File: config.mk
export PLATFORM = sky130hd
export DESIGN_NAME = oscillator_adsr_voice
export DESIGN_NICKNAME = d
export VERILOG_FILES = /design/src/hw/rtl/oav_pkg.sv /design/src/hw/rtl/oav_datapath.sv /design/src/hw/rtl/oav_controller.sv /design/src/hw/rtl/oscillator_adsr_voice.sv
export SDC_FILE = /design/constraint.sdc
export NUM_CORES = 2
export LEC_CHECK = 0
export BUFFER_PORTS_ARGS = -buffer_cell sky130_fd_sc_hd__buf_2
export CAP_MARGIN = 20
export CORE_ASPECT_RATIO = 0.7
export CORE_MARGIN = 8
export CORE_UTILIZATION = 40
export DETAILED_ROUTE_END_ITERATION = 10
export PLACE_DENSITY = 0.62
export SLEW_MARGIN = 10
export SYNTH_ARGS = -nofsm -noshare
export SYNTH_HDL_FRONTEND = slang
export SYNTH_HIERARCHICAL = 1
export SYNTH_SLANG_ARGS = --single-unit
export TNS_END_PERCENT = 100
File: constraint.sdc
create_clock -name clock -period 8.5 [get_ports clock]
set_input_delay 1.275 -clock clock [delete_from_list [all_inputs] [get_ports clock]]
set_output_delay 1.275 -clock clock [all_outputs]
set_load 0.1 [all_outputs]
File: src/hw/rtl/oav_pkg.sv
`default_nettype none

package oav_pkg;

   localparam int PHASE_W     = 32;
   localparam int TIME_W      = 24;
   localparam int AMP_W       = 16;
   localparam int GAIN_W      = 16;
   localparam int WAVE_W      = 16;
   localparam int FACTOR_W    = TIME_W + GAIN_W;
   localparam int DIV_STEPS   = 16;
   localparam int CSR_INDEX_W = 3;
   localparam int CSR_DATA_W  = 24;
   localparam int STAGE_W     = 3;

   localparam logic [GAIN_W-1:0] UNITY_GAIN   = 16'd32768;
   localparam logic [GAIN_W-1:0] SUSTAIN_GAIN = 16'd19661;
   localparam logic [GAIN_W-1:0] DECAY_DROP   = 16'd13107;

   localparam logic [TIME_W-1:0] ELAPSED_MAX         = '1;
   localparam logic [TIME_W-1:0] ATTACK_END_RESET    = 24'd2400;
   localparam logic [TIME_W-1:0] DECAY_END_RESET     = 24'd4800;
   localparam logic [TIME_W-1:0] SUSTAIN_END_RESET   = 24'd48000;
   localparam logic [TIME_W-1:0] RELEASE_TIME_RESET  = 24'd4800;

   localparam logic [63:0] HALF_PI_Q30 = 64'd1686629713;

   typedef enum logic [1:0] {
      OP_TICK     = 2'd0,
      OP_NOTE_ON  = 2'd1,
      OP_NOTE_OFF = 2'd2
   } opcode_type;

   typedef enum logic [1:0] {
      WAVE_SINE     = 2'd0,
      WAVE_TRIANGLE = 2'd1,
      WAVE_SAWTOOTH = 2'd2
   } wave_type;

   typedef enum logic [STAGE_W-1:0] {
      STAGE_ATTACK  = 3'd0,
      STAGE_DECAY   = 3'd1,
      STAGE_SUSTAIN = 3'd2,
      STAGE_RELEASE = 3'd3,
      STAGE_STOP    = 3'd4
   } stage_type;

   typedef enum logic [CSR_INDEX_W-1:0] {
      CSR_WAVE_SHAPE   = 3'd0,
      CSR_LIVE_MODE    = 3'd1,
      CSR_ATTACK_END   = 3'd2,
      CSR_DECAY_END    = 3'd3,
      CSR_SUSTAIN_END  = 3'd4,
      CSR_RELEASE_TIME = 3'd5
   } csr_index_type;

   typedef struct packed {
      logic note_on;
      logic note_off;
      logic tick_start;
      logic wave_step;
      logic env_step;
      logic mul_step;
      logic div_step;
      logic scale_step;
      logic out_load;
   } cmd_type;

   typedef struct packed {
      logic voice_on;
      logic stop;
   } status_type;

   // Quarter-wave sine by a Taylor series in Q2.30, scaled to 32767.
   function automatic logic signed [WAVE_W-1:0] quarter_sine(input int j, input int bits);
      logic [63:0]        x;
      logic [63:0]        x2;
      logic [63:0]        term;
      logic [63:0]        prod;
      logic [63:0]        v;
      logic signed [63:0] sum;
      x    = (HALF_PI_Q30 * 64'(j)) >> (bits - 2);
      x2   = (x * x) >> 30;
      term = x;
      sum  = $signed(x);
      for (int n = 1; n <= 6; n++) begin
         prod = (term * x2) >> 30;
         unique case (n)
            1: term = prod / 64'd6;
            2: term = prod / 64'd20;
            3: term = prod / 64'd42;
            4: term = prod / 64'd72;
            5: term = prod / 64'd110;
            default: term = prod / 64'd156;
         endcase
         if ((n % 2) == 1) begin
            sum = sum - $signed(term);
         end else begin
            sum = sum + $signed(term);
         end
      end
      if (sum < 0) begin
         sum = '0;
      end
      v = ($unsigned(sum) * 64'd32767 + 64'd536870912) >> 30;
      if (v > 64'd32767) begin
         v = 64'd32767;
      end
      return $signed(WAVE_W'(v));
   endfunction

   function automatic logic signed [WAVE_W-1:0] sine_entry(input int i, input int bits);
      int                       q;
      int                       quad;
      int                       j;
      logic signed [WAVE_W-1:0] v;
      q    = 1 << (bits - 2);
      quad = i >> (bits - 2);
      j    = i & (q - 1);
      if ((quad & 1) != 0) begin
         v = quarter_sine(q - j, bits);
      end else begin
         v = quarter_sine(j, bits);
      end
      return ((quad & 2) != 0) ? -v : v;
   endfunction

endpackage

`default_nettype wire

File: src/hw/rtl/oav_datapath.sv
`default_nettype none

module oav_datapath #(
   parameter int SINE_TABLE_BITS = 8,
   parameter int SAMPLE_BITS     = 16
) (
   input  wire logic                                  clock,
   input  wire logic                                  reset,
   input  wire oav_pkg::cmd_type                      cmd,
   output oav_pkg::status_type                        status,
   input  wire logic [oav_pkg::PHASE_W-1:0]           req_phase_step,
   input  wire logic [oav_pkg::AMP_W-1:0]             req_note_amplitude,
   input  wire logic                                  csr_we,
   input  wire logic [oav_pkg::CSR_INDEX_W-1:0]       csr_index,
   input  wire logic [oav_pkg::CSR_DATA_W-1:0]        csr_data,
   output logic signed [SAMPLE_BITS-1:0]              rsp_sample,
   output logic [oav_pkg::STAGE_W-1:0]                rsp_stage,
   output logic                                       rsp_active
);

   localparam int ROM_SIZE = 1 << SINE_TABLE_BITS;
   localparam int WP_W     = oav_pkg::WAVE_W + oav_pkg::AMP_W + 1;
   localparam int PROD_W   = WP_W + oav_pkg::GAIN_W + 1;
   localparam int SHIFT    = 47 - SAMPLE_BITS;
   localparam logic signed [PROD_W-1:0] SMAX =
      $signed((PROD_W'(1) << (SAMPLE_BITS - 1)) - PROD_W'(1));
   localparam logic signed [PROD_W-1:0] SMIN = ~SMAX;

   localparam int TW = oav_pkg::TIME_W;
   localparam int GW = oav_pkg::GAIN_W;
   localparam int FW = oav_pkg::FACTOR_W;
   localparam int WW = oav_pkg::WAVE_W;

   logic signed [WW-1:0] sine_rom [ROM_SIZE];

   for (genvar gi = 0; gi < ROM_SIZE; gi++) begin : g_rom
      assign sine_rom[gi] = oav_pkg::sine_entry(gi, SINE_TABLE_BITS);
   end

   // Configuration.
   logic [1:0]    wave_shape_ff, wave_shape_in;
   logic          live_mode_ff, live_mode_in;
   logic [TW-1:0] attack_end_ff, attack_end_in;
   logic [TW-1:0] decay_end_ff, decay_end_in;
   logic [TW-1:0] sustain_end_ff, sustain_end_in;
   logic [TW-1:0] release_time_ff, release_time_in;

   // Voice state.
   logic [oav_pkg::PHASE_W-1:0] phase_ff, phase_in;
   logic [oav_pkg::PHASE_W-1:0] step_ff, step_in;
   logic [TW-1:0]               elapsed_ff, elapsed_in;
   logic [oav_pkg::AMP_W-1:0]   peak_ff, peak_in;
   logic                        held_ff, held_in;
   logic [TW-1:0]               rel_start_ff, rel_start_in;
   logic                        voice_on_ff, voice_on_in;

   // Per-tick working registers.
   logic signed [WW-1:0]     rom_q_ff, rom_q_in;
   logic signed [WW-1:0]     wave_ff, wave_in;
   logic signed [WP_W-1:0]   wp_ff, wp_in;
   oav_pkg::stage_type       stage_ff, stage_in;
   logic [TW-1:0]            factor_ff, factor_in;
   logic [GW-1:0]            const_ff, const_in;
   logic [TW-1:0]            divisor_ff, divisor_in;
   logic [FW-1:0]            rem_ff, rem_in;
   logic [FW-1:0]            div_sh_ff, div_sh_in;
   logic [GW-1:0]            quot_ff, quot_in;
   logic signed [PROD_W-1:0] prod_ff, prod_in;
   logic signed [SAMPLE_BITS-1:0] sample_ff, sample_in;
   oav_pkg::stage_type       out_stage_ff, out_stage_in;
   logic                     active_ff, active_in;

   logic signed [WW-1:0]     wave_now;
   logic [16:0]              tri_pos;
   logic [17:0]              tri_abs;
   logic signed [18:0]       tri_val;
   logic [TW-1:0]            rel_d;
   oav_pkg::stage_type       env_stage;
   logic [TW-1:0]            env_factor;
   logic [GW-1:0]            env_const;
   logic [TW-1:0]            env_div;
   logic [GW-1:0]            gain;
   logic signed [PROD_W-1:0] shifted;
   logic                     rem_ge;

   always_comb begin
      tri_pos = phase_ff[oav_pkg::PHASE_W-1 -: 17];
      if (tri_pos[16]) begin
         tri_abs = {2'b00, tri_pos[15:0]};
      end else begin
         tri_abs = 18'd65536 - {1'b0, tri_pos};
      end
      tri_val = $signed({1'b0, tri_abs}) - 19'sd32768;
      case (oav_pkg::wave_type'(wave_shape_ff))
         oav_pkg::WAVE_SINE: wave_now = rom_q_ff;
         oav_pkg::WAVE_TRIANGLE: begin
            if (tri_val > 19'sd32767) begin
               wave_now = 16'sh7fff;
            end else begin
               wave_now = tri_val[WW-1:0];
            end
         end
         oav_pkg::WAVE_SAWTOOTH: begin
            wave_now = {~phase_ff[oav_pkg::PHASE_W-1], phase_ff[oav_pkg::PHASE_W-2 -: WW-1]};
         end
         default: wave_now = '0;
      endcase
   end

   always_comb begin
      rel_d      = (elapsed_ff > rel_start_ff) ? elapsed_ff - rel_start_ff : '0;
      env_stage  = oav_pkg::STAGE_STOP;
      env_factor = '0;
      env_const  = '0;
      env_div    = '0;
      priority if (elapsed_ff < attack_end_ff) begin
         env_stage  = oav_pkg::STAGE_ATTACK;
         env_factor = elapsed_ff;
         env_const  = oav_pkg::UNITY_GAIN;
         env_div    = attack_end_ff;
      end else if (elapsed_ff < decay_end_ff) begin
         env_stage  = oav_pkg::STAGE_DECAY;
         env_factor = elapsed_ff - attack_end_ff;
         env_const  = oav_pkg::DECAY_DROP;
         env_div    = decay_end_ff - attack_end_ff;
      end else if (live_mode_ff) begin
         priority if (held_ff) begin
            env_stage = oav_pkg::STAGE_SUSTAIN;
         end else if (rel_d < release_time_ff) begin
            env_stage  = oav_pkg::STAGE_RELEASE;
            env_factor = release_time_ff - rel_d;
            env_const  = oav_pkg::SUSTAIN_GAIN;
            env_div    = release_time_ff;
         end else begin
            env_stage = oav_pkg::STAGE_STOP;
         end
      end else begin
         priority if (elapsed_ff < sustain_end_ff) begin
            env_stage = oav_pkg::STAGE_SUSTAIN;
         end else if (elapsed_ff < release_time_ff) begin
            env_stage  = oav_pkg::STAGE_RELEASE;
            env_factor = release_time_ff - elapsed_ff;
            env_const  = oav_pkg::SUSTAIN_GAIN;
            env_div    = release_time_ff - sustain_end_ff;
         end else begin
            env_stage = oav_pkg::STAGE_STOP;
         end
      end
   end

   always_comb begin
      unique case (stage_ff)
         oav_pkg::STAGE_DECAY:   gain = oav_pkg::UNITY_GAIN - quot_ff;
         oav_pkg::STAGE_SUSTAIN: gain = oav_pkg::SUSTAIN_GAIN;
         default:                gain = quot_ff;
      endcase
      shifted = prod_ff >>> SHIFT;
      rem_ge  = rem_ff >= div_sh_ff;
   end

   always_comb begin
      wave_shape_in   = wave_shape_ff;
      live_mode_in    = live_mode_ff;
      attack_end_in   = attack_end_ff;
      decay_end_in    = decay_end_ff;
      sustain_end_in  = sustain_end_ff;
      release_time_in = release_time_ff;
      if (csr_we) begin
         case (csr_index)
            oav_pkg::CSR_WAVE_SHAPE:   wave_shape_in   = csr_data[1:0];
            oav_pkg::CSR_LIVE_MODE:    live_mode_in    = csr_data[0];
            oav_pkg::CSR_ATTACK_END:   attack_end_in   = csr_data[TW-1:0];
            oav_pkg::CSR_DECAY_END:    decay_end_in    = csr_data[TW-1:0];
            oav_pkg::CSR_SUSTAIN_END:  sustain_end_in  = csr_data[TW-1:0];
            oav_pkg::CSR_RELEASE_TIME: release_time_in = csr_data[TW-1:0];
            default: ;
         endcase
      end
   end

   always_comb begin
      phase_in     = phase_ff;
      step_in      = step_ff;
      elapsed_in   = elapsed_ff;
      peak_in      = peak_ff;
      held_in      = held_ff;
      rel_start_in = rel_start_ff;
      voice_on_in  = voice_on_ff;
      if (cmd.note_on) begin
         step_in     = req_phase_step;
         peak_in     = req_note_amplitude;
         phase_in    = '0;
         elapsed_in  = '0;
         held_in     = 1'b1;
         voice_on_in = 1'b1;
      end
      if (cmd.note_off) begin
         held_in = 1'b0;
         if (live_mode_ff) begin
            rel_start_in = (elapsed_ff > decay_end_ff) ? elapsed_ff : decay_end_ff;
         end
      end
      if (cmd.wave_step) begin
         phase_in = phase_ff + step_ff;
         if (elapsed_ff != oav_pkg::ELAPSED_MAX) begin
            elapsed_in = elapsed_ff + TW'(1);
         end
      end
      if (cmd.out_load && (stage_ff == oav_pkg::STAGE_STOP)) begin
         voice_on_in = 1'b0;
      end
   end

   always_comb begin
      rom_q_in     = rom_q_ff;
      wave_in      = wave_ff;
      wp_in        = wp_ff;
      stage_in     = stage_ff;
      factor_in    = factor_ff;
      const_in     = const_ff;
      divisor_in   = divisor_ff;
      rem_in       = rem_ff;
      div_sh_in    = div_sh_ff;
      quot_in      = quot_ff;
      prod_in      = prod_ff;
      sample_in    = sample_ff;
      out_stage_in = out_stage_ff;
      active_in    = active_ff;
      if (cmd.tick_start) begin
         rom_q_in = sine_rom[phase_ff[oav_pkg::PHASE_W-1 -: SINE_TABLE_BITS]];
         if (!voice_on_ff) begin
            stage_in = oav_pkg::STAGE_STOP;
         end
      end
      if (cmd.wave_step) begin
         wave_in = wave_now;
      end
      if (cmd.env_step) begin
         stage_in   = env_stage;
         factor_in  = env_factor;
         const_in   = env_const;
         divisor_in = env_div;
         wp_in      = WP_W'(wave_ff) * WP_W'($signed({1'b0, peak_ff}));
      end
      if (cmd.mul_step) begin
         rem_in    = FW'(factor_ff) * FW'(const_ff);
         div_sh_in = {1'b0, divisor_ff, (GW - 1)'(0)};
         quot_in   = '0;
      end
      if (cmd.div_step) begin
         rem_in    = rem_ge ? rem_ff - div_sh_ff : rem_ff;
         div_sh_in = div_sh_ff >> 1;
         quot_in   = {quot_ff[GW-2:0], rem_ge};
      end
      if (cmd.scale_step) begin
         prod_in = PROD_W'(wp_ff) * PROD_W'($signed({1'b0, gain}));
      end
      if (cmd.out_load) begin
         out_stage_in = stage_ff;
         if (stage_ff == oav_pkg::STAGE_STOP) begin
            sample_in = '0;
            active_in = 1'b0;
         end else begin
            active_in = 1'b1;
            priority if (shifted > SMAX) begin
               sample_in = SMAX[SAMPLE_BITS-1:0];
            end else if (shifted < SMIN) begin
               sample_in = SMIN[SAMPLE_BITS-1:0];
            end else begin
               sample_in = shifted[SAMPLE_BITS-1:0];
            end
         end
      end
   end

   always_ff @(posedge clock) begin
      if (reset) begin
         wave_shape_ff   <= 2'd0;
         live_mode_ff    <= 1'b1;
         attack_end_ff   <= oav_pkg::ATTACK_END_RESET;
         decay_end_ff    <= oav_pkg::DECAY_END_RESET;
         sustain_end_ff  <= oav_pkg::SUSTAIN_END_RESET;
         release_time_ff <= oav_pkg::RELEASE_TIME_RESET;
         phase_ff        <= '0;
         step_ff         <= '0;
         elapsed_ff      <= '0;
         peak_ff         <= '0;
         held_ff         <= 1'b0;
         rel_start_ff    <= '0;
         voice_on_ff     <= 1'b0;
      end else begin
         wave_shape_ff   <= wave_shape_in;
         live_mode_ff    <= live_mode_in;
         attack_end_ff   <= attack_end_in;
         decay_end_ff    <= decay_end_in;
         sustain_end_ff  <= sustain_end_in;
         release_time_ff <= release_time_in;
         phase_ff        <= phase_in;
         step_ff         <= step_in;
         elapsed_ff      <= elapsed_in;
         peak_ff         <= peak_in;
         held_ff         <= held_in;
         rel_start_ff    <= rel_start_in;
         voice_on_ff     <= voice_on_in;
      end
   end

   always_ff @(posedge clock) begin
      rom_q_ff     <= rom_q_in;
      wave_ff      <= wave_in;
      wp_ff        <= wp_in;
      stage_ff     <= stage_in;
      factor_ff    <= factor_in;
      const_ff     <= const_in;
      divisor_ff   <= divisor_in;
      rem_ff       <= rem_in;
      div_sh_ff    <= div_sh_in;
      quot_ff      <= quot_in;
      prod_ff      <= prod_in;
      sample_ff    <= sample_in;
      out_stage_ff <= out_stage_in;
      active_ff    <= active_in;
   end

   assign status.voice_on = voice_on_ff;
   assign status.stop     = (stage_ff == oav_pkg::STAGE_STOP);

   assign rsp_sample = sample_ff;
   assign rsp_stage  = out_stage_ff;
   assign rsp_active = active_ff;

endmodule

`default_nettype wire

File: src/hw/rtl/oav_controller.sv
`default_nettype none

module oav_controller (
   input  wire logic        clock,
   input  wire logic        reset,
   input  wire logic        req_valid,
   input  wire logic [1:0]  req_opcode,
   output logic             req_stall,
   output logic             rsp_valid,
   input  wire logic        rsp_stall,
   input  wire oav_pkg::status_type status,
   output oav_pkg::cmd_type cmd
);

   localparam int CNT_W = $clog2(oav_pkg::DIV_STEPS);

   typedef enum logic [6:0] {
      ST_IDLE  = 7'b0000001,
      ST_WAVE  = 7'b0000010,
      ST_ENV   = 7'b0000100,
      ST_MUL   = 7'b0001000,
      ST_DIV   = 7'b0010000,
      ST_SCALE = 7'b0100000,
      ST_DONE  = 7'b1000000
   } state_type;

   state_type          state_ff, state_in;
   logic [CNT_W-1:0]   div_cnt_ff, div_cnt_in;
   logic               rsp_valid_ff, rsp_valid_in;
   logic               accept;
   oav_pkg::opcode_type op;

   assign accept = req_valid && (state_ff == ST_IDLE);
   assign op     = oav_pkg::opcode_type'(req_opcode);

   always_comb begin
      cmd            = '0;
      cmd.note_on    = accept && (op == oav_pkg::OP_NOTE_ON);
      cmd.note_off   = accept && (op == oav_pkg::OP_NOTE_OFF);
      cmd.tick_start = accept && (op == oav_pkg::OP_TICK);
      cmd.wave_step  = (state_ff == ST_WAVE);
      cmd.env_step   = (state_ff == ST_ENV);
      cmd.mul_step   = (state_ff == ST_MUL);
      cmd.div_step   = (state_ff == ST_DIV);
      cmd.scale_step = (state_ff == ST_SCALE);
      cmd.out_load   = (state_ff == ST_DONE) && (!rsp_valid_ff || !rsp_stall);
   end

   always_comb begin
      state_in   = state_ff;
      div_cnt_in = div_cnt_ff;
      unique case (state_ff)
         ST_IDLE: begin
            if (cmd.tick_start) begin
               state_in = status.voice_on ? ST_WAVE : ST_DONE;
            end
         end
         ST_WAVE: state_in = ST_ENV;
         ST_ENV:  state_in = ST_MUL;
         ST_MUL: begin
            if (status.stop) begin
               state_in = ST_DONE;
            end else begin
               state_in   = ST_DIV;
               div_cnt_in = CNT_W'(oav_pkg::DIV_STEPS - 1);
            end
         end
         ST_DIV: begin
            if (div_cnt_ff == '0) begin
               state_in = ST_SCALE;
            end else begin
               div_cnt_in = div_cnt_ff - CNT_W'(1);
            end
         end
         ST_SCALE: state_in = ST_DONE;
         ST_DONE: begin
            if (cmd.out_load) begin
               state_in = ST_IDLE;
            end
         end
         default: state_in = ST_IDLE;
      endcase
   end

   always_comb begin
      if (cmd.out_load) begin
         rsp_valid_in = 1'b1;
      end else begin
         rsp_valid_in = rsp_valid_ff && rsp_stall;
      end
   end

   always_ff @(posedge clock) begin
      if (reset) begin
         state_ff     <= ST_IDLE;
         div_cnt_ff   <= '0;
         rsp_valid_ff <= 1'b0;
      end else begin
         state_ff     <= state_in;
         div_cnt_ff   <= div_cnt_in;
         rsp_valid_ff <= rsp_valid_in;
      end
   end

   assign req_stall = (state_ff != ST_IDLE);
   assign rsp_valid = rsp_valid_ff;

endmodule

`default_nettype wire

File: src/hw/rtl/oscillator_adsr_voice.sv
`default_nettype none

// One synthesizer voice: a phase-accumulator oscillator (sine from a table, triangle or
// sawtooth) scaled by the note amplitude and an ADSR envelope. Note-on and note-off words
// are absorbed in the cycle they are accepted and give no result. A tick word gives one
// result word; an active tick runs the wave, envelope, multiply, divide and scale steps
// before a new word is taken, most of its time in the 16-step restoring divider that
// forms the envelope gain; a tick that reaches the stop stage skips the divide and scale
// steps and a tick on a silent voice goes straight to its result. A finished result waits
// in the output register, and a new word is accepted while it waits; a result that finds
// the output register still stalled holds the block until taken. Configuration
// writes are always ready and should be issued only while the voice has no tick in flight.
module oscillator_adsr_voice #(
   parameter int SINE_TABLE_BITS = 8,
   parameter int SAMPLE_BITS     = 16
) (
   input  wire logic                               clock,
   input  wire logic                               reset,
   input  wire logic                               req_valid,
   output logic                                    req_stall,
   input  wire logic [1:0]                         req_opcode,
   input  wire logic [oav_pkg::PHASE_W-1:0]        req_phase_step,
   input  wire logic [oav_pkg::AMP_W-1:0]          req_note_amplitude,
   output logic                                    rsp_valid,
   input  wire logic                               rsp_stall,
   output logic signed [SAMPLE_BITS-1:0]           rsp_sample,
   output logic [oav_pkg::STAGE_W-1:0]             rsp_stage,
   output logic                                    rsp_active,
   input  wire logic                               csr_valid,
   output logic                                    csr_ready,
   input  wire logic [oav_pkg::CSR_INDEX_W-1:0]    csr_index,
   input  wire logic [oav_pkg::CSR_DATA_W-1:0]     csr_data
);

   oav_pkg::cmd_type    cmd;
   oav_pkg::status_type status;
   logic                csr_we;

   assign csr_ready = 1'b1;
   assign csr_we    = csr_valid && csr_ready;

   oav_controller u_controller (
      .clock      (clock),
      .reset      (reset),
      .req_valid  (req_valid),
      .req_opcode (req_opcode),
      .req_stall  (req_stall),
      .rsp_valid  (rsp_valid),
      .rsp_stall  (rsp_stall),
      .status     (status),
      .cmd        (cmd)
   );

   oav_datapath #(
      .SINE_TABLE_BITS (SINE_TABLE_BITS),
      .SAMPLE_BITS     (SAMPLE_BITS)
   ) u_datapath (
      .clock              (clock),
      .reset              (reset),
      .cmd                (cmd),
      .status             (status),
      .req_phase_step     (req_phase_step),
      .req_note_amplitude (req_note_amplitude),
      .csr_we             (csr_we),
      .csr_index          (csr_index),
      .csr_data           (csr_data),
      .rsp_sample         (rsp_sample),
      .rsp_stage          (rsp_stage),
      .rsp_active         (rsp_active)
   );

   a_silent_word: assert property (@(posedge clock) disable iff (reset)
      rsp_valid && !rsp_active |-> (rsp_sample == '0) && (rsp_stage == oav_pkg::STAGE_STOP))
      else $error("Inactive result word carries a nonzero sample or a live stage.");

   a_live_stage: assert property (@(posedge clock) disable iff (reset)
      rsp_valid && rsp_active |-> (rsp_stage != oav_pkg::STAGE_STOP))
      else $error("Active result word reports the stop stage.");

   a_no_overwrite: assert property (@(posedge clock) disable iff (reset)
      cmd.out_load |-> !(rsp_valid && rsp_stall))
      else $error("Output register loaded while a stalled word is pending.");

   a_tick_busy: assert property (@(posedge clock) disable iff (reset)
      req_valid && !req_stall && (req_opcode == oav_pkg::OP_TICK) |=> req_stall)
      else $error("Block took a new word right after accepting a tick.");

endmodule

`default_nettype wire

==> summary.txt <==
Outcome
  • Outcome: finished, final reports clean

Clock tree
  • Worst-Skew Late Latency: ~0.67 ns
  • Clk pin slew, worst setup/hold paths: ~0.070 ns
  • CTS Buffer Depth: 3
  • CTS H-tree depth: 2
  • Hold Buf Count CTS: 0
  • Root buf cell: clkbuf_16
  • Clock sink count: 495
  • Number of CTS-inserted buffers: 51
  • CTS tree: yes

Synth
  • Number of synthesized flops with an enable pin: around 250
  • Mapped cell area: slightly above 70,000 um2
  • Yosys cell types: about 100
  • Multiplexer share of the synthesized area: 1.859%
  • XOR/XNOR Fraction of Synth Area: under 10%
  • Post-synth ARST share: 0%
  • Compound-cell area share of the yosys netlist: between 10% and 20%
  • Sequential share of the synthesized area: 17.13%
  • Post-synthesis adder-cell area fraction: 38.75%
  • Largest family of logic cells by synthesized area: adder cells
  • Main synth FF type: edfxtp_1
  • Syn. warnings: 6
  • Synthesis-stage register bit count: 495
  • Syn Inst Count: 8,340
  • Synth Area per Inst: approximately 8.7 um2
  • Synth Area in Simple Gates: between 10% and 20%
  • Syn nets: 10,070

STA
  • Setup Viol. Count Final: 0
  • Minimum clock period after layout: 8.150 ns
  • Relative slew slack: 21.58%
  • Slew Viols, Final: 0
  • Clk_skew: between 0.04 and 0.05 ns
  • Final critical-path share of the clock period: 95.89%
  • Final Hold Slack: between 0.4 and 0.5 ns
  • Final Hold Fails: 0
  • Worst setup margin: 0.3497 ns
  • Peak Freq: approximately 0.12 GHz
  • Worst Max-Slew Pin Slew: 1.172 ns

Finish
  • Post-layout utilization of the core: around 43%
  • Share of layout cells above drive strength 1: under 10%
  • Commonest non-fill, non-tap cell in the layout: inv_1
  • FF+latch area: approximately 12,000 um2
  • Fill cells: 17,800
  • Most frequent cells in the layout: 1,372 x inv_1, 1,009 x fa_1, 1,005 x nand2_1
  • NumNets Final: 10,010
  • Area occupied by multi-input gates: 53,780 um2
  • Finished Cell Area: 78,100 um2
  • Area Growth Syn to Fin: 7.426%

Power
  • Max VDD drop: 0.1560 mV
  • Leak pwr: roughly 36 nW
  • P per Cell Area: 90.98 nW/um2

Floorplanning
  • Chip Width: 525.6 um
  • Die area: 195,900 um2
  • Starting Density: 40.07%
  • Core area: 181,400 um2
  • Die Ht: 372.7 um
  • Row cnt: 131
  • Io pins: 105

Drt
  • Total routed wirelength: 233.2 mm
  • Vias per cell: 5.615
  • WL per Instance: 21.73 um
  • DR pass1 iterations: 8
  • Detailed-route via count: 60,250
  • Residual DRC: 0
  • Routed Antenna Nets: 0
  • Initial drt markers: between 6,000 and 7,000

Setup path
  • Setup CP Type: flip-flop to flip-flop
  • Critical path launch point type: flip-flop
  • Arr. time, crit path: 8.55 ns
  • Max FO, Critical Path: 9
  • Required time of the critical path: 8.90 ns
  • CP Capture Type: flip-flop

Place
  • Pre-CTS setup slack: 0.2934 ns
  • Dpl hpwl: between 150 and 200 mm
  • IO buf count: just over 100
  • Final Wtd Congestion: 0.9916
  • Placed inst area: 76,080 um2

Job
  • Max_cap viols: 0

Worst hold path
  • Hold Path Class: flip-flop to flip-flop

Global routing
  • Total track usage: between 20% and 30%
  • First-pass GRT wire length: 360.7 mm
  • Largest net degree at the start of global routing: 170
  • Vias in the first global route: around 60,000
  • Grt total ovfl: 0
  • Initial antenna violation count: 20
## sequential cells by signal, summed over array words and instances, names as in the netlist, 32 cells and up
register,count
u_datapath/rem_ff,40
u_datapath/div_sh_ff,39
u_datapath/wp_ff,33
u_datapath/phase_ff,32
u_datapath/step_ff,32
## cells in the mapped netlist (22+ instances only)
cell | count | area share (%)
inv_1 | 1376 | 7.1
fa_1 | 1009 | 28
nand2_1 | 1006 | 5.2
ha_1 | 637 | 11
a21oi_1 | 514 | 3.5
nor2_1 | 512 | 2.6
and2_1 | 367 | 3.2
clkbuf_1 | 323 | 1.7
o21ai_0 | 285 | 2.0
edfxtp_1 | 254 | 10
dfxtp_1 | 241 | 6.6
xnor2_1 | 187 | 2.3
nand3_1 | 119 | 0.82
a21o_1 | 113 | 1.2
nor3_1 | 105 | 0.72
a211oi_1 | 94 | 0.97
mux2i_1 | 90 | 1.2
xor2_1 | 82 | 0.99
nand2b_1 | 67 | 0.58
a31oi_1 | 66 | 0.57
and3_1 | 65 | 0.56
o21a_1 | 62 | 0.64
nor2b_1 | 59 | 0.51
nand4_1 | 50 | 0.43
o211ai_1 | 49 | 0.51
a221oi_1 | 39 | 0.47
o21bai_1 | 35 | 0.36
buf_1 | 33 | 0.17
o31ai_1 | 33 | 0.34
nand3b_1 | 31 | 0.32
mux2_2 | 28 | 0.43
or3_1 | 27 | 0.23
a211o_1 | 23 | 0.28
a221o_1 | 22 | 0.30
## power breakdown
group,internal [W],switching (W)
clock,0.00141,0.00112
sequential,0.00256,0.0000661
combinational,0.000728,0.00122
## path summary, 6_finish.rpt
kind / start / end / slack (ns) / cells past startpoint
min reg2reg: u_datapath/attack_end_ff[14] / u_datapath/attack_end_ff[14] / 0.46 / 2
max: u_datapath/stage_ff[2] / u_datapath/prod_ff[45] / 0.35 / 27
max reg2reg: u_datapath/stage_ff[2] / u_datapath/prod_ff[45] / 0.35 / 27
min: u_datapath/attack_end_ff[14] / u_datapath/attack_end_ff[14] / 0.46 / 2
## metal layers
metal | part of all wire [%] | GRT usage (%) | up-vias | routed length (um)
met2 | 39 | 31.52 | 2884 | 89930
met1 | 48 | 36.45 | 29790 | 111300
li1 | - | - | 27260 | -
met3 | 12 | 6.415 | 307 | 27810
met4 | 1.8 | 3.939 | 12 | 4103
met5 | 0.034 | 0 | - | 79
## repair_timing
item / in CTS / in global routing
setup endpoints to repair: 0 / 11
buffers inserted: 0 / 2
resized for setup: 0 / 6
## logic make-up (layout without fill, tap and decap cells)
family,Yosys count,in the layout
simple gates,2501,2501
buf+inv,1748,1733
fa+ha+maj,1646,1646
xor+xnor,269,269
other cells,1,13
flops,495,495
compound gates,1556,1556
mux,124,124
## critical path, stage by stage (launching register included)
cell and delay [ns]:
edfxtp_1 0.43, or3b_2 0.58, a21oi_1 0.29, mux2i_4 0.55, buf_4 0.25, nand2_1 0.07, fa_1 0.51, fa_1 0.53
fa_1 0.52, inv_1 0.05, fa_1 0.50, fa_1 0.49, inv_1 0.05, fa_1 0.47, inv_1 0.04, ha_1 0.25
and3_1 0.18, and3_1 0.30, o211ai_1 0.13, a31oi_1 0.31, nor4_2 0.10, buf_4 0.16, a2111oi_0 0.35, buf_4 0.19
o211ai_1 0.14, nand3b_1 0.19, a21oi_1 0.10, xnor2_1 0.13
## final cells by class
cell class | count | area share [%]
Sequential cell | 495 | 15.96
Tap cell | 2394 | 3.835
Clock buffer | 61 | 1.801
Clock inverter | 34 | 0.5511
Multi-Input combinational cell | 6097 | 68.86
Inverter | 1378 | 6.625
Timing Repair Buffer | 260 | 2.331
Antenna cell | 12 | 0.03845
## metrics by stage
stage | TNS (ns) | std cells | power, W
final | 0 | 10730 | 0.007106
after floorplan | 0 | 8340 | 0.003986
after global routing | -0.1536 | 10720 | 0.007430
after CTS | 0 | 10710 | 0.007128
after detailed placement | 0 | 10620 | 0.004572
after global placement | 0 | 10620 | 0.004549
Note: power is estimated with default switching activity, not from simulation.
